$ cat src/hw/rtl/pcrel_pkg.sv
// Shared types, encodings and word helpers for the PC-relative relocator.
`timescale 1ns / 1ps

package pcrel_pkg;

	// Fixed words of the replacement runs
	localparam logic [31:0] NOP_WORD     = 32'hD503201F;
	localparam logic [31:0] LDR_X17_8    = 32'h58000051;
	localparam logic [31:0] B_12         = 32'h14000003;
	localparam logic [31:0] B_16         = 32'h14000004;
	localparam logic [31:0] B_24         = 32'h14000006;
	localparam logic [31:0] RET_X17      = 32'hD65F0220;
	localparam logic [31:0] ADR_X30_HERE = 32'h1000001E;
	localparam logic [31:0] ADD_X30_12   = 32'h910033DE;

	// Literal load of the address into the destination, offsets 8 and 16
	localparam logic [31:0] LDR_LIT_8    = 32'h58000040;
	localparam logic [31:0] LDR_LIT_16   = 32'h58000080;

	// Register-indirect loads that replace the literal forms
	localparam logic [31:0] LDR_W_IND    = 32'hB9400000;
	localparam logic [31:0] LDR_X_IND    = 32'hF9400000;
	localparam logic [31:0] LDRSW_IND    = 32'hB9800000;

	// Keep opcode, condition or register and bit number; offset field set to #8
	localparam logic [31:0] KEEP_COND    = 32'hFF00001F;
	localparam logic [31:0] KEEP_TB      = 32'hFFF8001F;
	localparam logic [31:0] OFFSET_8     = 32'h00000040;

	localparam int QUEUE_DEPTH = 2;
	localparam int IDX_W = 4;

	typedef logic [IDX_W-1:0] idx_t;

	typedef enum logic [2:0] {
		KIND_COPY,
		KIND_B,
		KIND_BL,
		KIND_COND,
		KIND_ADR,
		KIND_LDR
	} kind_t;

	// One classified instruction waiting for expansion
	typedef struct packed {
		kind_t        kind;
		logic [31:0]  word0;
		logic [31:0]  word1;
		logic [63:0]  addr;
		idx_t         body_len;
		idx_t         last_idx;
	} item_t;

	// Word k of the absolute jump sequence through X17
	function automatic logic [31:0] jump_word(input idx_t k, input logic [63:0] addr);
		logic [31:0] w;
		case (k)
			4'd0:    w = LDR_X17_8;
			4'd1:    w = B_12;
			4'd2:    w = addr[31:0];
			4'd3:    w = addr[63:32];
			4'd4:    w = RET_X17;
			default: w = NOP_WORD;
		endcase
		return w;
	endfunction

endpackage

$ cat src/hw/rtl/pcrel_front.sv
// Front end: takes instruction words, classifies them and computes target addresses.
`timescale 1ns / 1ps

module pcrel_front #(
	parameter int PROLOGUE_SLOTS = 6
) (
	input  logic                 clk,
	input  logic                 arst_n,
	input  logic [63:0]          base_q,
	input  logic                 item_valid,
	output logic                 item_stall,
	input  logic [2:0]           slot_index,
	input  logic [31:0]          instruction_word,
	input  logic                 q_full,
	output logic                 q_push,
	output pcrel_pkg::item_t     push_item
);
	import pcrel_pkg::*;

	localparam logic [31:0] LAST_SLOT = 32'(PROLOGUE_SLOTS - 1);

	logic        valid_s1;
	logic [2:0]  slot_s1;
	logic [31:0] word_s1;

	logic        accept;
	logic [31:0] w;
	logic [4:0]  rt;
	logic        is_b, is_bl, is_bc, is_adr, is_ldr, is_cb;
	logic [63:0] off;
	logic [63:0] sum;
	logic        has_tail;
	idx_t        body_len;
	logic [31:0] ld_op;
	kind_t       kind;
	logic [31:0] word0;
	logic [31:0] word1;
	logic [63:0] addr;
	idx_t        last_idx;

	assign item_stall = valid_s1 & q_full;
	assign accept = item_valid & ~item_stall;
	assign q_push = valid_s1 & ~q_full;

	always_ff @(posedge clk or negedge arst_n) begin
		if (!arst_n) begin
			valid_s1 <= 1'b0;
		end else if (accept) begin
			valid_s1 <= 1'b1;
		end else if (q_push) begin
			valid_s1 <= 1'b0;
		end
	end

	always_ff @(posedge clk) begin
		if (accept) begin
			slot_s1 <= slot_index;
			word_s1 <= instruction_word;
		end
	end

	assign w  = word_s1;
	assign rt = w[4:0];

	assign is_b   = w[31:26] == 6'b000101;
	assign is_bl  = w[31:26] == 6'b100101;
	assign is_bc  = (w[31:24] == 8'h54) & ~w[4];
	assign is_adr = w[28:24] == 5'b10000;
	assign is_ldr = (w[31:24] == 8'h18) | (w[31:24] == 8'h58) | (w[31:24] == 8'h98);
	assign is_cb  = w[30:26] == 5'b01101;

	always_comb begin
		ld_op = LDRSW_IND;
		if (w[31:24] == 8'h18) begin
			ld_op = LDR_W_IND;
		end else if (w[31:24] == 8'h58) begin
			ld_op = LDR_X_IND;
		end
	end

	assign word1 = ld_op | {22'd0, rt, rt};

	// Classify and pick the sign-extended byte offset
	always_comb begin
		kind     = KIND_COPY;
		word0    = w;
		body_len = 4'd1;
		off      = {{43{w[23]}}, w[23:5], 2'b00};
		if (is_b | is_bl | is_bc) begin
			if (is_bc) begin
				kind     = KIND_COND;
				word0    = (w & KEEP_COND) | OFFSET_8;
				body_len = 4'd8;
			end else begin
				kind     = is_bl ? KIND_BL : KIND_B;
				off      = {{36{w[25]}}, w[25:0], 2'b00};
				body_len = is_bl ? 4'd8 : 4'd6;
			end
		end else if (is_adr) begin
			kind     = KIND_ADR;
			word0    = LDR_LIT_8 | {27'd0, rt};
			body_len = 4'd4;
			if (w[31]) begin
				off = {{31{w[23]}}, w[23:5], w[30:29], 12'h000};
			end else begin
				off = {{43{w[23]}}, w[23:5], w[30:29]};
			end
		end else if (is_ldr) begin
			kind     = KIND_LDR;
			word0    = LDR_LIT_16 | {27'd0, rt};
			body_len = 4'd6;
		end else if (is_cb) begin
			kind     = KIND_COND;
			body_len = 4'd8;
			if (w[25]) begin
				word0 = (w & KEEP_TB) | OFFSET_8;
				off   = {{48{w[18]}}, w[18:5], 2'b00};
			end else begin
				word0 = (w & KEEP_COND) | OFFSET_8;
			end
		end
	end

	assign sum = base_q + {59'd0, slot_s1, 2'b00} + off;
	assign has_tail = 32'(slot_s1) == LAST_SLOT;

	always_comb begin
		addr = sum;
		// ADRP drops the page offset
		if (is_adr & ~(is_b | is_bl | is_bc) & w[31]) begin
			addr = {sum[63:12], 12'h000};
		end
		last_idx = body_len - 4'd1 + (has_tail ? 4'd6 : 4'd0);
	end

	assign push_item = '{kind, word0, word1, addr, body_len, last_idx};

endmodule

$ cat src/hw/rtl/pcrel_queue.sv
// Short queue of classified items between the front and back ends.
`timescale 1ns / 1ps

module pcrel_queue (
	input  logic                 clk,
	input  logic                 arst_n,
	input  logic                 q_push,
	input  pcrel_pkg::item_t     push_item,
	input  logic                 q_pop,
	output pcrel_pkg::item_t     head_item,
	output logic                 q_empty,
	output logic                 q_full
);
	import pcrel_pkg::*;

	localparam int PTR_W = $clog2(QUEUE_DEPTH);

	item_t              mem_q [QUEUE_DEPTH];
	logic [PTR_W-1:0]   wr_ptr_q;
	logic [PTR_W-1:0]   rd_ptr_q;
	logic [PTR_W:0]     count_q;

	assign q_empty   = count_q == '0;
	assign q_full    = count_q == (PTR_W + 1)'(QUEUE_DEPTH);
	assign head_item = mem_q[rd_ptr_q];

	always_ff @(posedge clk) begin
		if (q_push) begin
			mem_q[wr_ptr_q] <= push_item;
		end
	end

	always_ff @(posedge clk or negedge arst_n) begin
		if (!arst_n) begin
			wr_ptr_q <= '0;
			rd_ptr_q <= '0;
			count_q  <= '0;
		end else begin
			if (q_push) begin
				wr_ptr_q <= (wr_ptr_q == PTR_W'(QUEUE_DEPTH - 1)) ? '0 : wr_ptr_q + 1'b1;
			end
			if (q_pop) begin
				rd_ptr_q <= (rd_ptr_q == PTR_W'(QUEUE_DEPTH - 1)) ? '0 : rd_ptr_q + 1'b1;
			end
			case ({q_push, q_pop})
				2'b10:   count_q <= count_q + 1'b1;
				2'b01:   count_q <= count_q - 1'b1;
				default: count_q <= count_q;
			endcase
		end
	end

endmodule

$ cat src/hw/rtl/pcrel_back.sv
// Back end: expands the head item into its run of words, one word per cycle unless the result side stalls.
`timescale 1ns / 1ps

module pcrel_back #(
	parameter int PROLOGUE_SLOTS = 6
) (
	input  logic                 clk,
	input  logic                 arst_n,
	input  logic [63:0]          base_q,
	input  pcrel_pkg::item_t     head_item,
	input  logic                 q_empty,
	output logic                 q_pop,
	output logic                 result_valid,
	input  logic                 result_stall,
	output logic [31:0]          output_word,
	output logic                 last_word
);
	import pcrel_pkg::*;

	localparam logic [63:0] TAIL_OFFSET = 64'(PROLOGUE_SLOTS * 4);

	idx_t        idx_q;
	logic        valid_q;
	logic [31:0] word_q;
	logic        last_q;

	logic        advance;
	logic        emit;
	logic        at_last;
	logic [63:0] tail_addr;
	logic [31:0] next_word;

	assign advance = ~valid_q | ~result_stall;
	assign emit    = advance & ~q_empty;
	assign at_last = idx_q == head_item.last_idx;
	assign q_pop   = emit & at_last;

	assign tail_addr = base_q + TAIL_OFFSET;

	always_comb begin
		next_word = NOP_WORD;
		if (idx_q >= head_item.body_len) begin
			next_word = jump_word(idx_q - head_item.body_len, tail_addr);
		end else begin
			case (head_item.kind)
				KIND_COPY: begin
					next_word = head_item.word0;
				end
				KIND_B: begin
					next_word = jump_word(idx_q, head_item.addr);
				end
				KIND_BL: begin
					case (idx_q)
						4'd4:    next_word = ADR_X30_HERE;
						4'd5:    next_word = ADD_X30_12;
						4'd6:    next_word = RET_X17;
						4'd7:    next_word = NOP_WORD;
						default: next_word = jump_word(idx_q, head_item.addr);
					endcase
				end
				KIND_COND: begin
					case (idx_q)
						4'd0:    next_word = head_item.word0;
						4'd1:    next_word = B_24;
						default: next_word = jump_word(idx_q - 4'd2, head_item.addr);
					endcase
				end
				KIND_ADR: begin
					if (idx_q == 4'd0) begin
						next_word = head_item.word0;
					end else begin
						next_word = jump_word(idx_q, head_item.addr);
					end
				end
				KIND_LDR: begin
					case (idx_q)
						4'd0:    next_word = head_item.word0;
						4'd1:    next_word = head_item.word1;
						4'd2:    next_word = B_16;
						4'd3:    next_word = NOP_WORD;
						4'd4:    next_word = head_item.addr[31:0];
						default: next_word = head_item.addr[63:32];
					endcase
				end
				default: begin
					next_word = head_item.word0;
				end
			endcase
		end
	end

	always_ff @(posedge clk or negedge arst_n) begin
		if (!arst_n) begin
			valid_q <= 1'b0;
			idx_q   <= '0;
		end else if (advance) begin
			valid_q <= ~q_empty;
			if (emit) begin
				idx_q <= at_last ? '0 : idx_q + 1'b1;
			end
		end
	end

	always_ff @(posedge clk) begin
		if (emit) begin
			word_q <= next_word;
			last_q <= at_last;
		end
	end

	assign result_valid = valid_q;
	assign output_word  = word_q;
	assign last_word    = last_q;

endmodule

$ cat src/hw/rtl/arm64_pc_relative_relocator.sv
// Top level of the ARM64 PC-relative relocator: config register, front, queue, back.
//
//   channel  | handshake                   | payload
//   ---------+-----------------------------+-------------------------------------
//   item     | item_valid / item_stall     | slot_index, instruction_word
//   result   | result_valid / result_stall | output_word, last_word
//   config   | base_address_we             | base_address
//
// Each item yields a run of 1 to 14 words; the back end sends one word per cycle
// while result_stall is low and the queue holds an item.
// The front end takes a new item every cycle while the two-entry queue has room;
// each item passes the front register and the queue before the back end registers its words.
// Reset clears all valids and sets the base register to zero.
// A stall on the result side holds the output word; the front keeps filling the queue.
`timescale 1ns / 1ps

module arm64_pc_relative_relocator #(
	parameter int PROLOGUE_SLOTS = 6
) (
	input  logic        clk,
	input  logic        arst_n,
	input  logic        base_address_we,
	input  logic [63:0] base_address,
	input  logic        item_valid,
	output logic        item_stall,
	input  logic [2:0]  slot_index,
	input  logic [31:0] instruction_word,
	output logic        result_valid,
	input  logic        result_stall,
	output logic [31:0] output_word,
	output logic        last_word
);
	import pcrel_pkg::*;

	logic [63:0] base_q;
	logic        q_push;
	logic        q_pop;
	logic        q_empty;
	logic        q_full;
	item_t       push_item;
	item_t       head_item;

	always_ff @(posedge clk or negedge arst_n) begin
		if (!arst_n) begin
			base_q <= '0;
		end else if (base_address_we) begin
			base_q <= base_address;
		end
	end

	pcrel_front #(
		.PROLOGUE_SLOTS(PROLOGUE_SLOTS)
	) u_front (
		.clk              (clk),
		.arst_n           (arst_n),
		.base_q           (base_q),
		.item_valid       (item_valid),
		.item_stall       (item_stall),
		.slot_index       (slot_index),
		.instruction_word (instruction_word),
		.q_full           (q_full),
		.q_push           (q_push),
		.push_item        (push_item)
	);

	pcrel_queue u_queue (
		.clk       (clk),
		.arst_n    (arst_n),
		.q_push    (q_push),
		.push_item (push_item),
		.q_pop     (q_pop),
		.head_item (head_item),
		.q_empty   (q_empty),
		.q_full    (q_full)
	);

	pcrel_back #(
		.PROLOGUE_SLOTS(PROLOGUE_SLOTS)
	) u_back (
		.clk          (clk),
		.arst_n       (arst_n),
		.base_q       (base_q),
		.head_item    (head_item),
		.q_empty      (q_empty),
		.q_pop        (q_pop),
		.result_valid (result_valid),
		.result_stall (result_stall),
		.output_word  (output_word),
		.last_word    (last_word)
	);

	a_no_overflow: assert property (@(posedge clk) disable iff (!arst_n)
		q_push |-> !q_full)
		else $error("queue push while full");

	a_no_underflow: assert property (@(posedge clk) disable iff (!arst_n)
		q_pop |-> !q_empty)
		else $error("queue pop while empty");

	a_stall_cause: assert property (@(posedge clk) disable iff (!arst_n)
		item_stall |-> q_full)
		else $error("input stalled with room in the queue");

	a_last_from_pop: assert property (@(posedge clk) disable iff (!arst_n)
		$past(q_pop) |-> result_valid && last_word)
		else $error("run end not marked on the output");

endmodule

$ cat config.mk
export PLATFORM = sky130hd
export DESIGN_NAME = arm64_pc_relative_relocator
export DESIGN_NICKNAME = d
export VERILOG_FILES = /design/src/hw/rtl/pcrel_pkg.sv /design/src/hw/rtl/pcrel_front.sv /design/src/hw/rtl/pcrel_queue.sv /design/src/hw/rtl/pcrel_back.sv /design/src/hw/rtl/arm64_pc_relative_relocator.sv
export SDC_FILE = /design/constraint.sdc
export NUM_CORES = 1
export LEC_CHECK = 0
export ABC_CLOCK_PERIOD_IN_PS = 13900
export CELL_PAD_IN_SITES_DETAIL_PLACEMENT = 1
export CELL_PAD_IN_SITES_GLOBAL_PLACEMENT = 2
export CORE_AREA = 2 2 230 232
export DETAILED_ROUTE_END_ITERATION = 6
export DIE_AREA = 0 0 232 234
export DONT_BUFFER_PORTS = 1
export PLACE_DENSITY_LB_ADDON = 0.1
export SYNTH_ARGS = -nofsm -noshare
export SYNTH_HDL_FRONTEND = slang
export SYNTH_SLANG_ARGS = --single-unit
$ cat constraint.sdc
create_clock -name clk -period 13.9 [get_ports clk]
set_clock_uncertainty 0.1 [all_clocks]
set_input_delay 0.695 -clock clk [delete_from_list [all_inputs] [get_ports clk]]
set_output_delay 0.695 -clock clk [all_outputs]
set_load 0.02 [all_outputs]
# Word-level counts from Yosys, hierarchy flattened
# Memory sizes are Yosys's and may differ from the RTL's.
# Cells that the tools add are included.
# op_classes
reduce_logical	7
muxes	48
eq_ne	33
n_lt_le_gt_ge	1
bitwise_logic	21
n_addsub	12
# op_table
operator	n
$pmux 32 s5	5
$mux 64	6
$pmux 32 s4	3
$mux 32	6
$add 64x5->64	1
$add 64x5->64 const B	1
$add 64x64->64	1
$pmux 32 s2	1
$mux 31	2
$mux 26	2
$or 32x10->32	1
$mux 4	7
$eq 4x2->1 const B	6
$eq 4x3->1 const B	6
$mux 24	1
$eq 8x7->1 const B	2
$mux 3	5
$eq 4x1->1 const B	3
$logic_not 4->1	3
$mux 12	1
$eq 3x3->1 const B	3
$and 1x1->1	8
$eq 8x5->1 const B	1
$eq 8x8->1 const B	1
26 further kinds	46
# word_totals
ramBits	278
register_bits	142
memories	1
# memory_table
memory	depth	width	read_ports	rd_ports_with_merged_regs	write_ports	line_no	text
u_queue.mem_q	2	139	1	0	1	pcrel_queue.sv:18	item_t mem_q [QUEUE_DEPTH];

# Depth between registers and ports, before layout
# Gate-level depths: netlist (run 1).
# logic_depth
ltp_word	8
mapped_depth	20
depth_no_buf	19

# By module
# A second synthesis (run 1) with hierarchy kept.
# hier_totals
cells_unflattened	2473
hier_area_um2	27586.5
# by_module_without_submodules
module	cells_per_inst	instances	area_per_inst_um2
pcrel_queue	449	1	10631.4
pcrel_back	1050	1	7405.9
pcrel_front	839	1	6870.3
arm64_pc_relative_relocator	135	1	2678.8

# Worst setup path before layout (run 1)
# OpenSTA, ideal clock, no wires.
# synth_path
kind	reg-to-reg
startpoint	register u_queue.count_q[0]
endpoint	memory u_queue.mem_q[0][0] (netlist bit) (enable)
path_buffers	0
stages_incl_launch_ff	4
slack_ns	8.050
setup_ns	0.578
synth_period_minus_slack_ns	5.850
arrival_time_ns	5.172
path_cell_list	dfrtp_1 nand2b_1 nand2_1 nor2_1
# synth_between
elab_chain_cells	5
# synth_lines
item	line_no	text
from (decl)	pcrel_queue.sv:21	logic [PTR_W:0] count_q;
from (signal assigned)	pcrel_queue.sv:46	2'b10: count_q <= count_q + 1'b1;
from (signal assigned)	pcrel_queue.sv:47	2'b01: count_q <= count_q - 1'b1;
from (signal assigned)	pcrel_queue.sv:48	default: count_q <= count_q;
$eq 2x2->1	pcrel_queue.sv:24	assign q_full = count_q == (PTR_W + 1)'(QUEUE_DEPTH);
$not 1->1	pcrel_front.sv:43	assign q_push = valid_s1 & ~q_full;
$and 1x1->1	pcrel_front.sv:43	
$mux 1	pcrel_queue.sv:28	if (q_push) begin
$mux 1 (implied by the code)	pcrel_queue.sv:29	mem_q[wr_ptr_q] <= push_item;
to (decl)	pcrel_queue.sv:18	
# No other way between the ends.

==> results of run 1 <==
-- cells by family (layout without fill, tap and decap cells) --
kind of cell | count (synthesis) | after routing | synth area share, %
AND/OR/NAND/NOR | 643 | 643 | 13.4
other | 0 | 1 | 0
XOR/XNOR | 128 | 128 | 4.77
buffers and inverters | 185 | 162 | 3.25
AO/OA/AOI/OAI | 672 | 672 | 18.9
flip-flops | 360 | 360 | 44.1
adder cells (fa/ha/maj) | 143 | 143 | 7.75
multiplexers | 172 | 172 | 7.87
-- power by group through the flow --
stage | logic (µW) | registers (µW) | clock network [µW]
after floorplan | 2020 | 1920 | 0
after global placement | 3180 | 1990 | 0
after detailed placement | 3230 | 2010 | 0
after CTS | 3260 | 2000 | 1110
after global routing | 3520 | 2030 | 1140
final | 3360 | 1990 | 1090
-- layout make-up --
class                           instances  area (µm²)
Inverter                               53         199
Antenna cell                            1        2.50
Tap cell                              688         861
Sequential cell                       360       10400
Fill cell                            5692       26400
Timing Repair Buffer                   31         255
Clock buffer                           60        1190
Multi-Input combinational cell       1758       12500
Clock inverter                         18         145
-- stage by stage --
step           instances  instance area (µm²)  hold slack [ns]
2_1_floorplan       2303                23700            0.299
3_3_place_gp        2888                24300            0.301
3_5_place_dp        2888                24300            0.301
4_1_cts             2968                25600           0.0788
5_1_grt             2968                25600           0.0917
6_report            2969                25600            0.110
-- registers in the layout, summed over array words and instances (netlist names) --
signal,count
u_front.slot_s1,3
u_back.output_word,32
u_queue.mem_q,218
u_queue.wr_ptr_q,1
u_front.w,32
base_q,64
u_queue.rd_ptr_q,1
u_back.result_valid,1
u_back.last_word,1
u_front.valid_s1,1
u_back.idx_q,4
u_queue.count_q,2
-- synth_stat cells, drive strengths merged (33+ instances only) --
cell type and instances:
a21o 58, a21oi 166, a221oi 35, and2 33
buf 40, clkbuf 91, dfrtp 74, edfxtp 286
ha 137, inv 53, mux2 112, mux2i 60
nand2 200, nand3 55, nor2 148, nor3 57
o21ai 153, o22ai 50, xnor2 72, xor2 56
-- critical path, stage by stage (launching register included) --
cell and delay [ns]:
edfxtp_1 0.60, nor4_1 0.38, nand2_1 0.10, nor4_1 0.59, nor2_1 0.23, a31oi_1 0.66
a21boi_0 0.88, o21a_1 0.24, ha_1 0.24, ha_1 0.41, a21o_1 0.21, o21bai_1 0.18
a221oi_2 0.26, o21ai_0 0.15, o41ai_2 0.50, o32a_2 0.26, o31ai_4 0.12, or4_1 0.49
and3_1 0.20
-- final timing paths --
check | endpoint | slack, ns | cells after the start | startpoint
max | u_queue.mem_q[0][64] | 6.84 | 18 | u_front.w[31]
min | u_front.w[4] | 0.11 | 0 | instruction_word[4]
max reg2reg | u_queue.mem_q[0][64] | 6.84 | 18 | u_front.w[31]
min reg2reg | u_queue.mem_q[0][132] | 0.42 | 0 | u_front.w[28]
max in group asynchronous | base_q[61] | 12.55 | 2 | arst_n
min in group asynchronous | u_back.idx_q[1] | 0.68 | 2 | arst_n
-- repair_timing --
action	in CTS	in global routing
resized for setup	0	0
setup endpoints to repair	0	0
hold buffers	2	0
endpoints found under the hold margin	74	0
-- routing by layer --
metal	up-vias	GRT usage, %
li1	8666	-
met3	172	6.42
met5	-	0
met2	925	54.1
met1	10058	48.2
met4	2	12.9
-- cell usage in the layout, fill, tap and decap left out, types with 60 or more instances in the layout --
| cell type | instances |
|---|---|
| nand2_1 | 198 |
| o21ai_0 | 149 |
| dfrtp_1 | 73 |
| xnor2_1 | 72 |
| a21oi_1 | 165 |
| ha_1 | 137 |
| edfxtp_1 | 286 |
| mux2i_1 | 60 |
| mux2_2 | 112 |
| nor2_1 | 144 |
==> results.json, run 1 <==
{
  "combPwrFrac_pct": 52.1,
  "worstSetupEndpointType": "flop",
  "clk_pin_slew_worst_paths_ns": 0.06,
  "drtAntennaViolNets": 0,
  "cp.arrival_ns": 7.28,
  "total_power_uw": 6450,
  "outcome": "finished, final reports clean",
  "grt_setup_unrepaired": "false",
  "yosysSeqAreaShare_pct": 44.1,
  "num_vias": 19823,
  "synth_edf_count": 286,
  "wl_per_cell_um": 32.0,
  "nets": 2494,
  "cp.required_ns": 14.13,
  "port_buffers": 0,
  "post-route-period-util_pct": 50.8,
  "gr-total-overflow": 0,
  "ios": 139,
  "synthTopCellsByArea": "edfxtp_1 36%, dfrtp_1 7.8%, ha_1 7.2%",
  "worst_pin_slew_ns": 1.21,
  "drt_wl_total_um": 95100,
  "swShare_pct": 48.1,
  "start_util_pct": 45.5,
  "die_w_um": 232,
  "grt.total_usage_pct": 34.7,
  "p_leak_uw": 0.00972,
  "crit_fanout": 13,
  "firstDrtPassIters": 5,
  "avgSynthCellArea_um2": 10.3,
  "synthesis.area_mm2": 0.0237,
  "drive_above_1_share_pct": 11.3,
  "path_class": "flop to flop",
  "cts_setup_buffers": 0,
  "viasPerCell": 6.68,
  "worstSetupStartpointType": "flop",
  "fin_util_pct": 49.3,
  "ys_seq_elements": 360,
  "dp_hpwl_um": 71800,
  "root_buffer": "clkbuf_16",
  "syn-num-nets": 2550,
  "wl_met1_um": 41200,
  "irDropWorstVdd_uv": 129,
  "setup_violations": 0,
  "wl_met2_um": 42900,
  "finalWorstSetupSlack_ns": 6.84,
  "cts_buffers": 43,
  "dieArea_mm2": 0.0543,
  "htreeDepth": 2,
  "cap_violations": 0,
  "drc": 0,
  "yosysWarnings": 0,
  "dieHeight_um": 234,
  "antenna_found_initial": 4,
  "grt_max_degree": 78,
  "pre_cts_ws_ns": 7.12,
  "powerDensity_mw_per_mm2": 251,
  "finalHoldViolations": 0,
  "core_area_mm2": 0.0520,
  "tns_ns": 0,
  "slew_violations": 0,
  "p_int_uw": 3340,
  "drtIter0Drc": 2191,
  "max_slew_margin_pct": 18.7,
  "area_growth_pct": 8.33,
  "grt_pass1_wl_um": 137000,
  "cts_tree": "yes",
  "p_switching_uw": 3100,
  "dr_wl_met3_um": 7320,
  "clock_sinks": 360,
  "synth_top_area_share_pct": 36.3,
  "rows": 84,
  "yosysTopAreaCell": "edfxtp_1",
  "pwr-share-seq_pct": 30.9,
  "synth_cells": 2303,
  "timing.fmax_mhz": 142,
  "routed.top_layer": "met5",
  "power.share.clock_pct": 17.0,
  "gp_congestion": 0.975,
  "clk_latency_ns": 0.58,
  "ys_types": 97,
  "ys.flop_type": "edfxtp_1",
  "period_minus_slack_ns": 7.06,
  "synthArstFlopShare_pct": 20.6,
  "grt_pass1_vias": 19431,
  "hold_path_class": "primary input to flop",
  "clk_path_buf_depth": 3
}
(Power assumes the default switching activity.)
==> run 2, diff against run 1 <==
--- a/config.mk
+++ b/config.mk
@@ -5,12 +5,12 @@
 export SDC_FILE = /design/constraint.sdc
 export NUM_CORES = 1
 export LEC_CHECK = 0
-export ABC_CLOCK_PERIOD_IN_PS = 13900
+export ABC_CLOCK_PERIOD_IN_PS = 6200
 export CELL_PAD_IN_SITES_DETAIL_PLACEMENT = 1
 export CELL_PAD_IN_SITES_GLOBAL_PLACEMENT = 2
-export CORE_AREA = 2 2 230 232
+export CORE_AREA = 2 2 250 252
 export DETAILED_ROUTE_END_ITERATION = 6
-export DIE_AREA = 0 0 232 234
+export DIE_AREA = 0 0 252 254
 export DONT_BUFFER_PORTS = 1
 export PLACE_DENSITY_LB_ADDON = 0.1
 export SYNTH_ARGS = -nofsm -noshare
==> constraint.sdc (replaced) <==
create_clock -name clk -period 6.2 [get_ports clk]
set_clock_uncertainty 0.1 [all_clocks]
set_input_delay 0.31 -clock clk [delete_from_list [all_inputs] [get_ports clk]]
set_output_delay 0.31 -clock clk [all_outputs]
set_load 0.02 [all_outputs]
==> run 2 against run 1 <==
  * Highest routed layer is now met4
  * Critical endpoint is now u_queue.mem_q[1][57]
  * Worst setup slack got worse by 6.4 ns
  * Largest power group unchanged
  * Fmax increased by 23%
  * Count of clock-buffer cells in the layout decreased by 7
==> results.json, run 2 (synthesized netlist as in run 1, its figures left out) <==
{
  "htreeDepth": 2,
  "dieArea_mm2": 0.0640,
  "powerDensity_mw_per_mm2": 549,
  "worstSetupEndpointType": "flop",
  "hold_path_class": "primary input to flop",
  "max_flop_register": "u_queue.mem_q",
  "largest_reg_flops": 218,
  "total_power_uw": 14800,
  "ios": 139,
  "gr-total-overflow": 0,
  "cp.required_ns": 6.46,
  "timing.fmax_mhz": 174,
  "gp_congestion": 0.930,
  "cp.arrival_ns": 6.01,
  "path_class": "flop to flop",
  "clk_latency_ns": 0.60,
  "fillers": 6716,
  "grtUsageMet2_pct": 47.2,
  "min_to": "base_q[48]",
  "worst_pin_slew_ns": 1.25,
  "layout_commonest_cell": "edfxtp_1",
  "finalWorstSetupSlack_ns": 0.452,
  "cts_buffers": 42,
  "clk_pin_slew_worst_paths_ns": 0.06,
  "cts_setup_buffers": 0,
  "reg2reg_depth": 17,
  "viasPerCell": 6.30,
  "reg2reg_setup_slack_ns": 0.45,
  "dp_hpwl_um": 76500,
  "drtIter0Drc": 1830,
  "area_growth_pct": 14.1,
  "nets": 2614,
  "met3_usage_pct": 4.75,
  "wl_per_cell_um": 31.4,
  "root_buffer": "clkbuf_16",
  "drt_wl_total_um": 100000,
  "largestRegisters": "u_queue.mem_q (218), base_q (64)",
  "top_usage_layer": "met2",
  "pwr-share-seq_pct": 29.8,
  "period_minus_slack_ns": 5.75,
  "grt_pass1_wl_um": 144000,
  "antenna_found_initial": 7,
  "reg2reg_to": "u_queue.mem_q[1][57]",
  "grt.total_usage_pct": 31.0,
  "drive_above_1_share_pct": 11.8,
  "whs_path_depth": 3,
  "firstDrtPassIters": 5,
  "p_int_uw": 7680,
  "rows": 91,
  "grt_setup_unrepaired": "false",
  "drtAntennaViolNets": 0,
  "power.share.clock_pct": 16.9,
  "r2r-start": "u_front.w[25]",
  "crit_fanout": 7,
  "hp-start": "base_address_we",
  "outcome": "finished, final reports clean",
  "cts_tree": "yes",
  "clk_path_buf_depth": 3,
  "pre_cts_ws_ns": 0.204,
  "worstSetupStartpointType": "flop",
  "die_w_um": 252,
  "fin_util_pct": 44.1,
  "port_buffers": 0,
  "max_slew_margin_pct": 16.5,
  "core_area_mm2": 0.0613,
  "irDropWorstVdd_uv": 347,
  "slew_violations": 0,
  "cap_violations": 0,
  "num_vias": 20090,
  "start_util_pct": 38.6,
  "final_cell_mix": "286 x edfxtp_1, 198 x nand2_1, 165 x a21oi_1",
  "p_switching_uw": 7150,
  "clock_sinks": 360,
  "setup_violations": 0,
  "combPwrFrac_pct": 53.2,
  "dieHeight_um": 254,
  "finalHoldViolations": 0,
  "p_leak_uw": 0.0103,
  "post-route-period-util_pct": 92.7,
  "grt_max_degree": 99,
  "swShare_pct": 48.2,
  "grt_pass1_vias": 20042,
  "tns_ns": 0,
  "drc": 0,
  "grtUsageMet1_pct": 44.2
}
run 2: cell types whose count changed in the layout (fill, tap and decap cells not counted), sizes merged:
| cell | before | now |
|---|---|---|
| buf | 30 | 50 |
| bufinv | 2 | 5 |
| clkbuf | 60 | 53 |
| clkinv | 13 | 14 |
| clkinvlp | 2 | 1 |
| diode | 1 | 2 |
| dlygate4sd3 | 1 | 102 |
| inv | 54 | 56 |
run 2: worst max path at each step:
stage | end | cells past startpoint | start | slack [ns]
after floorplan | u_queue.mem_q[0][0] | 3 | u_queue.count_q[0] | 0.35
after global placement | u_queue.mem_q[0][64] | 18 | u_front.w[25] | 0.19
after detailed placement | u_queue.mem_q[0][64] | 18 | u_front.w[25] | 0.20
after CTS | u_queue.mem_q[0][64] | 18 | u_front.w[25] | 0.15
after global routing | u_queue.mem_q[0][66] | 18 | u_front.w[25] | 0.12
final | u_queue.mem_q[1][57] | 17 | u_front.w[25] | 0.45
run 2: critical path, cell delays in order, from the launching register on:
cell      delay [ns]
edfxtp_1        0.55
nor4b_1         0.35
buf_4           0.17
nor2b_2         0.25
nand2_1         0.23
mux2i_1         0.33
o21ai_0         0.20
ha_1            0.31
ha_1            0.36
a21oi_1         0.20
a21boi_0        0.15
nor4_2          0.46
nand3_1         0.23
a31o_2          0.34
a41o_1          0.31
a31oi_2         0.49
o21ai_0         0.20
xor2_1          0.28
run 2: what timing repair did:
action / in CTS / in global routing
hold buffers: 104 / 0
hold endpoints to repair: 175 / 0
resized for setup: 0 / 4
setup endpoints to repair: 0 / 26
run 2: cell type report:
cell class / instances / area [µm²] / area share, %
timing repair buffer: 152 / 1450 / 5.36
antenna: 2 / 5.00 / 0.0185
clock buffer: 53 / 1090 / 4.04
multi-input combinational: 1758 / 12500 / 46.4
clock inverter: 23 / 289 / 1.07
inverter: 53 / 199 / 0.737
tap: 790 / 988 / 3.66
sequential: 360 / 10400 / 38.7
run 2: through the flow:
stage / hold WS (ns) / instances / instance area [µm²]
3_3_place_gp: -0.0839 / 3009 / 24500
2_1_floorplan: -0.0856 / 2303 / 23700
5_1_grt: 0.0830 / 3189 / 27000
6_report: 0.0637 / 3191 / 27000
3_5_place_dp: -0.0838 / 3009 / 24500
4_1_cts: 0.0474 / 3189 / 27000
run 2: power by group through the flow:
| stage | logic (µW) | registers, µW | clock network, µW |
|---|---|---|---|
| 2_1_floorplan | 4530 | 4300 | 0 |
| 3_3_place_gp | 7530 | 4440 | 0 |
| 3_5_place_dp | 7590 | 4470 | 0 |
| 4_1_cts | 7720 | 4430 | 2550 |
| 5_1_grt | 8330 | 4500 | 2640 |
| 6_report | 7890 | 4430 | 2510 |
run 2: routing by layer:
metal  part of all wire (%)  vias up  routed length [µm]
met4                    4.3        0                4270
met3                    6.9      157                6920
met5                      0        -                   0
met2                     44      798               43900
li1                       -     8890                   -
met1                     45    10245               45100
